### src/hw/rtl/gwm_pkg.sv
// shared types, constants and helpers of the glob wildcard matcher
// no dependencies
`default_nettype none

package gwm_pkg;

    localparam int MAX_PATTERN_DEF = 32;

    localparam logic [7:0] STAR_CHAR = 8'h2A;
    localparam logic [7:0] ANY_CHAR  = 8'h3F;
    localparam logic [7:0] UPPER_A   = 8'h41;
    localparam logic [7:0] UPPER_Z   = 8'h5A;
    localparam logic [7:0] CASE_BIT  = 8'h20;

    typedef enum logic [1:0] {
        REQ_CLEAR  = 2'd0,
        REQ_APPEND = 2'd1,
        REQ_SOURCE = 2'd2,
        REQ_END    = 2'd3
    } req_t;

    // link between neighbouring cells
    typedef struct packed {
        logic occ;   // left position holds a pattern byte
        logic star;  // left position holds a star
        logic cl;    // closure across a star into this position
        logic fwd;   // left position consumes the source byte into this one
    } gwm_link_t;

    // controls broadcast to every cell
    typedef struct packed {
        logic       restart;
        logic       step;
        logic       clear;
        logic       append_ok;
        logic [7:0] wr_char;
        logic       wr_star;
        logic [7:0] src_fold;
        logic       match_case;
    } gwm_ctl_t;

    function automatic logic [7:0] fold_char(input logic [7:0] c, input logic mc);
        logic [7:0] r;
        r = c;
        if (!mc && c >= UPPER_A && c <= UPPER_Z)
        begin
            r = c | CASE_BIT;
        end
        return r;
    endfunction

endpackage

`default_nettype wire

### src/hw/rtl/glob_wildcard_matcher_unit.sv
// glob wildcard matcher: top level, request decode, cell chain and result register
// depends on gwm_pkg and gwm_cell
//
// usage
//  - input channel (in_valid/in_ready, req_type, char_code) carries one request per
//    transfer: clear pattern, append pattern byte, source byte, end of source
//  - output channel (out_valid/out_ready, matched, pattern_overflow) carries one
//    result for every end-of-source request, in order
//  - cfg channel (cfg_valid/cfg_ready, cfg_data) writes match_case; always ready;
//    the user writes it only while the block is idle; the block does not enforce this
//  - throughput: one request per cycle while in_ready is high; every source byte updates all pattern
//    positions at once in a row of cells, each handing its token to its neighbour
//  - result: the output register takes the result on the end-of-source
//    transfer
//  - in_ready stays high while the output register is empty or is being emptied in
//    the same cycle; a stalled result with out_ready low holds in_ready low
//  - consecutive stars are stored as one; the raw byte count still sets the
//    overflow point
//  - reset: empty pattern, no overflow, match_case 1, source at its start, output
//    empty; no clearing pass is needed
`default_nettype none

module glob_wildcard_matcher_unit #(
    parameter int MAX_PATTERN = gwm_pkg::MAX_PATTERN_DEF
) (
    input  wire logic       clk,
    input  wire logic       rst_n,
    // request channel
    input  wire logic       in_valid,
    output logic            in_ready,
    input  wire logic [1:0] req_type,
    input  wire logic [7:0] char_code,
    // result channel
    output logic            out_valid,
    input  wire logic       out_ready,
    output logic            matched,
    output logic            pattern_overflow,
    // configuration channel
    input  wire logic       cfg_valid,
    output logic            cfg_ready,
    input  wire logic       cfg_data
);
    import gwm_pkg::*;

    localparam int CNT_W = $clog2(MAX_PATTERN + 1);

    // handshake
    logic in_fire;
    req_t req;

    // request decode
    logic is_clear, is_append, is_source, is_end;

    // state
    logic             match_case_reg;
    logic [CNT_W-1:0] cnt_reg, cnt_next;      // raw pattern bytes taken
    logic             ovf_reg, ovf_next;
    logic             fresh_reg, fresh_next;  // source at its start
    logic             tail_reg, tail_next;    // active bit of the final position
    logic             out_valid_reg;
    logic             matched_reg;
    logic             pat_ovf_reg;

    // chain
    gwm_ctl_t             ctl;
    gwm_link_t            links [MAX_PATTERN+1];
    logic [MAX_PATTERN-1:0] end_hits;
    logic                 tail_eff;
    logic                 tail_hit;
    logic                 accept_now;
    logic                 room;

    assign in_ready  = ~out_valid_reg | out_ready;
    assign in_fire   = in_valid & in_ready;
    assign cfg_ready = 1'b1;

    assign req = req_t'(req_type);

    always_comb
    begin
        is_clear  = 1'b0;
        is_append = 1'b0;
        is_source = 1'b0;
        is_end    = 1'b0;
        unique case (req)
            REQ_CLEAR:  is_clear  = in_fire;
            REQ_APPEND: is_append = in_fire;
            REQ_SOURCE: is_source = in_fire;
            REQ_END:    is_end    = in_fire;
            default:    is_end    = 1'b0;
        endcase
    end

    assign room = (cnt_reg != CNT_W'(MAX_PATTERN));

    // broadcast controls
    always_comb
    begin
        ctl.restart    = is_clear | is_append | is_end;
        ctl.step       = is_source;
        ctl.clear      = is_clear;
        ctl.append_ok  = is_append & room;
        ctl.wr_char    = char_code;
        ctl.wr_star    = (char_code == STAR_CHAR);
        ctl.src_fold   = fold_char(char_code, match_case_reg);
        ctl.match_case = match_case_reg;
    end

    // start of chain: position 0 is active while the source is fresh
    assign links[0].occ  = 1'b1;
    assign links[0].star = 1'b0;
    assign links[0].cl   = fresh_reg;
    assign links[0].fwd  = 1'b0;

    for (genvar i = 0; i < MAX_PATTERN; i++)
    begin : g_cell
        gwm_cell u_cell (
            .clk      (clk),
            .rst_n    (rst_n),
            .ctl      (ctl),
            .link_in  (links[i]),
            .link_out (links[i+1]),
            .end_hit  (end_hits[i])
        );
    end

    // final position beyond the store, reached only when the store is full
    assign tail_eff = tail_reg | links[MAX_PATTERN].cl;
    assign tail_hit = tail_eff & links[MAX_PATTERN].occ;

    // exactly one position is the end of the pattern
    assign accept_now = (|end_hits) | tail_hit;

    always_comb
    begin
        cnt_next   = cnt_reg;
        ovf_next   = ovf_reg;
        fresh_next = fresh_reg;
        tail_next  = tail_reg;
        if (is_clear)
        begin
            cnt_next = '0;
            ovf_next = 1'b0;
        end
        else if (is_append)
        begin
            if (room)
            begin
                cnt_next = cnt_reg + CNT_W'(1);
            end
            else
            begin
                ovf_next = 1'b1;
            end
        end
        if (ctl.restart)
        begin
            fresh_next = 1'b1;
            tail_next  = 1'b0;
        end
        else if (ctl.step)
        begin
            fresh_next = 1'b0;
            tail_next  = links[MAX_PATTERN].fwd;
        end
    end

    always_ff @(posedge clk or negedge rst_n)
    begin
        if (!rst_n)
        begin
            match_case_reg <= 1'b1;
            cnt_reg        <= '0;
            ovf_reg        <= 1'b0;
            fresh_reg      <= 1'b1;
            tail_reg       <= 1'b0;
            out_valid_reg  <= 1'b0;
        end
        else
        begin
            if (cfg_valid)
            begin
                match_case_reg <= cfg_data;
            end
            cnt_reg   <= cnt_next;
            ovf_reg   <= ovf_next;
            fresh_reg <= fresh_next;
            tail_reg  <= tail_next;
            if (is_end)
            begin
                out_valid_reg <= 1'b1;
            end
            else if (out_ready)
            begin
                out_valid_reg <= 1'b0;
            end
        end
    end

    // result payload
    always_ff @(posedge clk)
    begin
        if (is_end)
        begin
            matched_reg <= accept_now;
            pat_ovf_reg <= ovf_reg;
        end
    end

    assign out_valid        = out_valid_reg;
    assign matched          = matched_reg;
    assign pattern_overflow = pat_ovf_reg;

endmodule

`default_nettype wire

### src/hw/rtl/gwm_cell.sv
// one pattern position of the matcher chain: byte, occupancy and active bit
// depends on gwm_pkg
`default_nettype none

module gwm_cell (
    input  wire logic              clk,
    input  wire logic              rst_n,
    input  wire gwm_pkg::gwm_ctl_t ctl,
    input  wire gwm_pkg::gwm_link_t link_in,
    output gwm_pkg::gwm_link_t     link_out,
    output logic                   end_hit
);
    import gwm_pkg::*;

    logic       occ_reg, occ_next;
    logic       act_reg, act_next;
    logic [7:0] char_reg;
    logic       eff;
    logic       is_star;
    logic       hit;
    logic       wr;

    assign eff     = act_reg | link_in.cl;
    assign is_star = (char_reg == STAR_CHAR);
    assign hit     = (char_reg == ANY_CHAR) ||
                     (fold_char(char_reg, ctl.match_case) == ctl.src_fold);

    // first free slot takes the byte, a star after a star is folded away
    assign wr = ctl.append_ok & ~occ_reg & link_in.occ & ~(ctl.wr_star & link_in.star);

    assign link_out.occ  = occ_reg;
    assign link_out.star = occ_reg & is_star;
    assign link_out.cl   = eff & occ_reg & is_star;
    assign link_out.fwd  = eff & occ_reg & ~is_star & hit;

    assign end_hit = eff & ~occ_reg & link_in.occ;

    always_comb
    begin
        occ_next = occ_reg;
        if (ctl.clear)
        begin
            occ_next = 1'b0;
        end
        else if (wr)
        begin
            occ_next = 1'b1;
        end
    end

    always_comb
    begin
        act_next = act_reg;
        if (ctl.restart)
        begin
            act_next = 1'b0;
        end
        else if (ctl.step)
        begin
            act_next = (eff & occ_reg & is_star) | link_in.fwd;
        end
    end

    always_ff @(posedge clk or negedge rst_n)
    begin
        if (!rst_n)
        begin
            occ_reg <= 1'b0;
            act_reg <= 1'b0;
        end
        else
        begin
            occ_reg <= occ_next;
            act_reg <= act_next;
        end
    end

    always_ff @(posedge clk)
    begin
        if (wr)
        begin
            char_reg <= ctl.wr_char;
        end
    end

endmodule

`default_nettype wire

### config.mk
export PLATFORM = sky130hd
export DESIGN_NAME = glob_wildcard_matcher_unit
export DESIGN_NICKNAME = d
export VERILOG_FILES = /design/src/hw/rtl/gwm_pkg.sv /design/src/hw/rtl/glob_wildcard_matcher_unit.sv /design/src/hw/rtl/gwm_cell.sv
export SDC_FILE = /design/constraint.sdc
export NUM_CORES = 1
export LEC_CHECK = 0
export BUFFER_PORTS_ARGS = -buffer_cell sky130_fd_sc_hd__buf_2
export CAP_MARGIN = 20
export CORE_MARGIN = 4
export CORE_UTILIZATION = 58
export DETAILED_ROUTE_END_ITERATION = 8
export PLACE_DENSITY = 0.84
export SKIP_CTS_REPAIR_TIMING = 1
export SYNTH_ARGS = -nofsm -noshare
export SYNTH_HDL_FRONTEND = slang
export SYNTH_SLANG_ARGS = --single-unit
### constraint.sdc
create_clock -name clk -period 3.7 [get_ports clk]
set_clock_uncertainty 0.15 [all_clocks]
set_input_delay 1.11 -clock clk [delete_from_list [all_inputs] [get_ports clk]]
set_output_delay 1.11 -clock clk [all_outputs]
set_load 0.02 [all_outputs]
==> out/qor.txt <==
R2R cell count: 10
Ys flop type: edfxtp_1
Xor and xnor area share after synthesis: 11.3%
Height of the die: 186 µm
Crit path depth: 10
Final setup violation count: 0
Antenna violations before repair: 0
Avg Vias per Cell: 6.75
Starting density of the core: 59.3%
Final Hold Viols: 0
Total leakage power: 0.00700 µW
Gp weighted congestion: 0.957
Core Rows: 64
Adder-Cell Fraction of Synth Area: 0.137%
Clk slew on worst S/H paths: 0.06 ns
I/O Pins: 21
Port bufs: 19
Synth area leaders: edfxtp_1 42%, dfrtp_1 10%, xor2_1 6.0%, xnor2_1 5.4%, nor2_1 2.9%
GR Util met3: 5.16%
Worst hold path type: reg -> reg
Crit start category: flip-flop
Slowest-stage cell, CP: o21ai_0
Hold Path Origin: ovf_reg
Diodes inserted: 0
Worst-path maximum fanout: 5
Max cap viols: 0
First-pass GRT wire length: 79.6 mm
Largest family of logic cells by synthesized area: simple AND/OR/NAND/NOR gates
Family with the most delay on the worst path: simple AND/OR/NAND/NOR gates
Slew Viols, Final: 0
Biggest cell delay along the critical path: 0.61 ns
Overflow after GRT: 0
RR Startpoint: g_cell[17].u_cell.char_reg[0]
Largest net degree at the start of global routing: 66
Core area: 30800 µm²
Layout cell share with drive strength beyond 1: 13.3%
Nets@finish: 1845
R2R Setup Slk: 0.09 ns
Cell area after synthesis: 18300 µm²
CP Launch Point: g_cell[17].u_cell.char_reg[0]
Gate Count Post-Synth: 1720
Worst setup endpoint: matched
Busiest grt layer: met2
DRC errors left: 0
Number of nets with antenna violations after routing: 0
Post-synth ARST share: 22.5%
Average wire per standard cell: 22.4 µm
Clock latency on the worst-skew pair: 0.52 ns
Largest area contributor in the netlist: edfxtp_1
Slew @ Worst Pin: 1.09 ns
Vias: 15200
CTS root buf: clkbuf_16
Bufs and invs on worst path: 0
Num CTS Buffers: 37
Synth cell types: 81
Period utilization: 97.7%
CP Capture Type: flip-flop
Mux cell area share after synthesis: 0.0615%
GR Util met2: 47.5%
Synthesis Warnings: 0
Max FFs per register: 256
CP required: 3.93 ns
Seq/Total Area, Yosys: 52.6%
HPWL Detailed: 32.4 mm
Synthesized Nets: 1738
Die X-Extent: 186 µm
Crit Path Class: reg -> reg
Drt total wl: 50.4 mm
Yosys reg bits: 333
Pwr Density: 415 nW/µm²
Reg-to-reg endpoint: matched
Fin crit period: 3.61 ns
Clk buf depth: 3
DRT iter0 DRCs: 1810
Most frequent cells in the layout: 258 x edfxtp_1, 140 x nor2_1, 128 x nand2_1
Max VDD drop: 0.535 mV
Status: finished, final reports clean
Most common cell after layout, fill and taps aside: edfxtp_1
H-tree depth: 2
Drt first pass iters: 6
GRT met1 Usage: 38.5%
Synth Area in Compound Gates: 13.5%
Post-synthesis to final-layout area growth: 14.6%
Power, Total: 8700 µW
Gr usage total: 28.9%
Fin Hold WS: 0.327 ns
CTS tree: yes
Max_slew headroom: 27.2%
Post-Synth Simple-Gate Area: 20.3%
Sink Count: 333
Post-synth EDFFs: 258
Setup_tns: 0 ns
F_max: 277 MHz
Syn Area/Cell: 10.6 µm²
Vias in the first global route: 15100
Share of the synthesized area in the top cell type: 42.3%
Die Area: 34500 µm²
Crit-path cells: or3_4 -> or4_1 -> nor3_2 -> nand2_1 -> o21ai_0 -> nor3_2 -> o21ai_1 -> a21oi_1 -> o221a_1 -> nand2_1
Crit path DAT: 3.84 ns
==> worst min-delay path by stage <==
stage,cells after the start,slack [ns],endpoint
finish,0,0.33,pattern_overflow
global route,0,0.34,pattern_overflow
detailed placement,0,0.32,pattern_overflow
CTS,0,0.33,pattern_overflow
floorplan,0,0.28,pattern_overflow
global placement,0,0.30,pattern_overflow
==> power by group <==
part	internal [µW]	total [µW]	switching [µW]
clock network	2210	3650	1450
logic	295	798	503
registers	4140	4250	114
==> worst register-to-register path, cell delays in order, from the launching register on <==
cell and delay, ns:
edfxtp_1 0.43, or3_4 0.42, or4_1 0.47, nor3_2 0.27
nand2_1 0.19, o21ai_0 0.61, nor3_2 0.20, o21ai_1 0.28
a21oi_1 0.11, o221a_1 0.26, nand2_1 0.07
==> cells by family (layout without fill, tap and decap cells) <==
group / Yosys count / after routing
flops: 333 / 333
compound gates: 371 / 371
xor+xnor: 237 / 237
other cells: 1 / 1
mux: 1 / 1
buf+inv: 93 / 229
fa+ha+maj: 2 / 2
simple gates: 682 / 682
==> Yosys cell counts, types with 5 or more instances <==
cell type  instances
edfxtp_1         258
nor2_1           140
nand2_1          128
xor2_1           125
xnor2_1          112
o21ai_0          101
a21oi_1           76
nand4_1           74
nor3_1            74
dfrtp_1           73
nand3_1           51
clkbuf_1          47
nor4_1            45
inv_1             30
nor4b_1           25
a211oi_1          18
nand2b_1          18
a31oi_1           16
and3_1            15
nor4bb_1          15
a21o_1            14
nor3b_1           13
o21ba_2           13
or3_1             13
a41oi_1           12
and2_1            12
o22ai_1           12
a2111oi_0         11
buf_1             11
nand3b_1          11
nor2b_1           10
o2111ai_1          9
o211ai_1           8
o32ai_1            8
a22o_1             7
a32oi_1            7
o21ai_1            6
o31ai_1            6
or4_1              6
o41ai_1            5
==> layer usage <==
layer  routed length [µm]  vias up
li1                     -     6782
met1                19800     7307
met2                23800      941
met3                 4930      171
met5                    0        -
met4                 1890        0
==> per-stage QoR <==
| stage | area, µm² | setup WS, ns | utilization (%) | instances |
|---|---|---|---|---|
| 4_1_cts | 20800 | 0.103 | 67.6 | 2239 |
| 2_1_floorplan | 18300 | -0.356 | - | 1720 |
| 3_5_place_dp | 19600 | 0.00688 | 63.7 | 2171 |
| 3_3_place_gp | 19600 | 0.104 | 63.7 | 2171 |
| 6_report | 21000 | 0.0864 | 68.0 | 2252 |
| 5_1_grt | 21000 | -0.0283 | 68.0 | 2252 |
==> final cells by class <==
type	count	area, µm²
clock buffers	56	1070
flip-flops and latches	333	9630
repair buffers	131	1120
multi-input cells	1294	8410
inverters	30	113
well taps	396	495
fillers	2154	9850
clock inverters	12	138
Note: power is estimated with default switching activity, not from simulation.
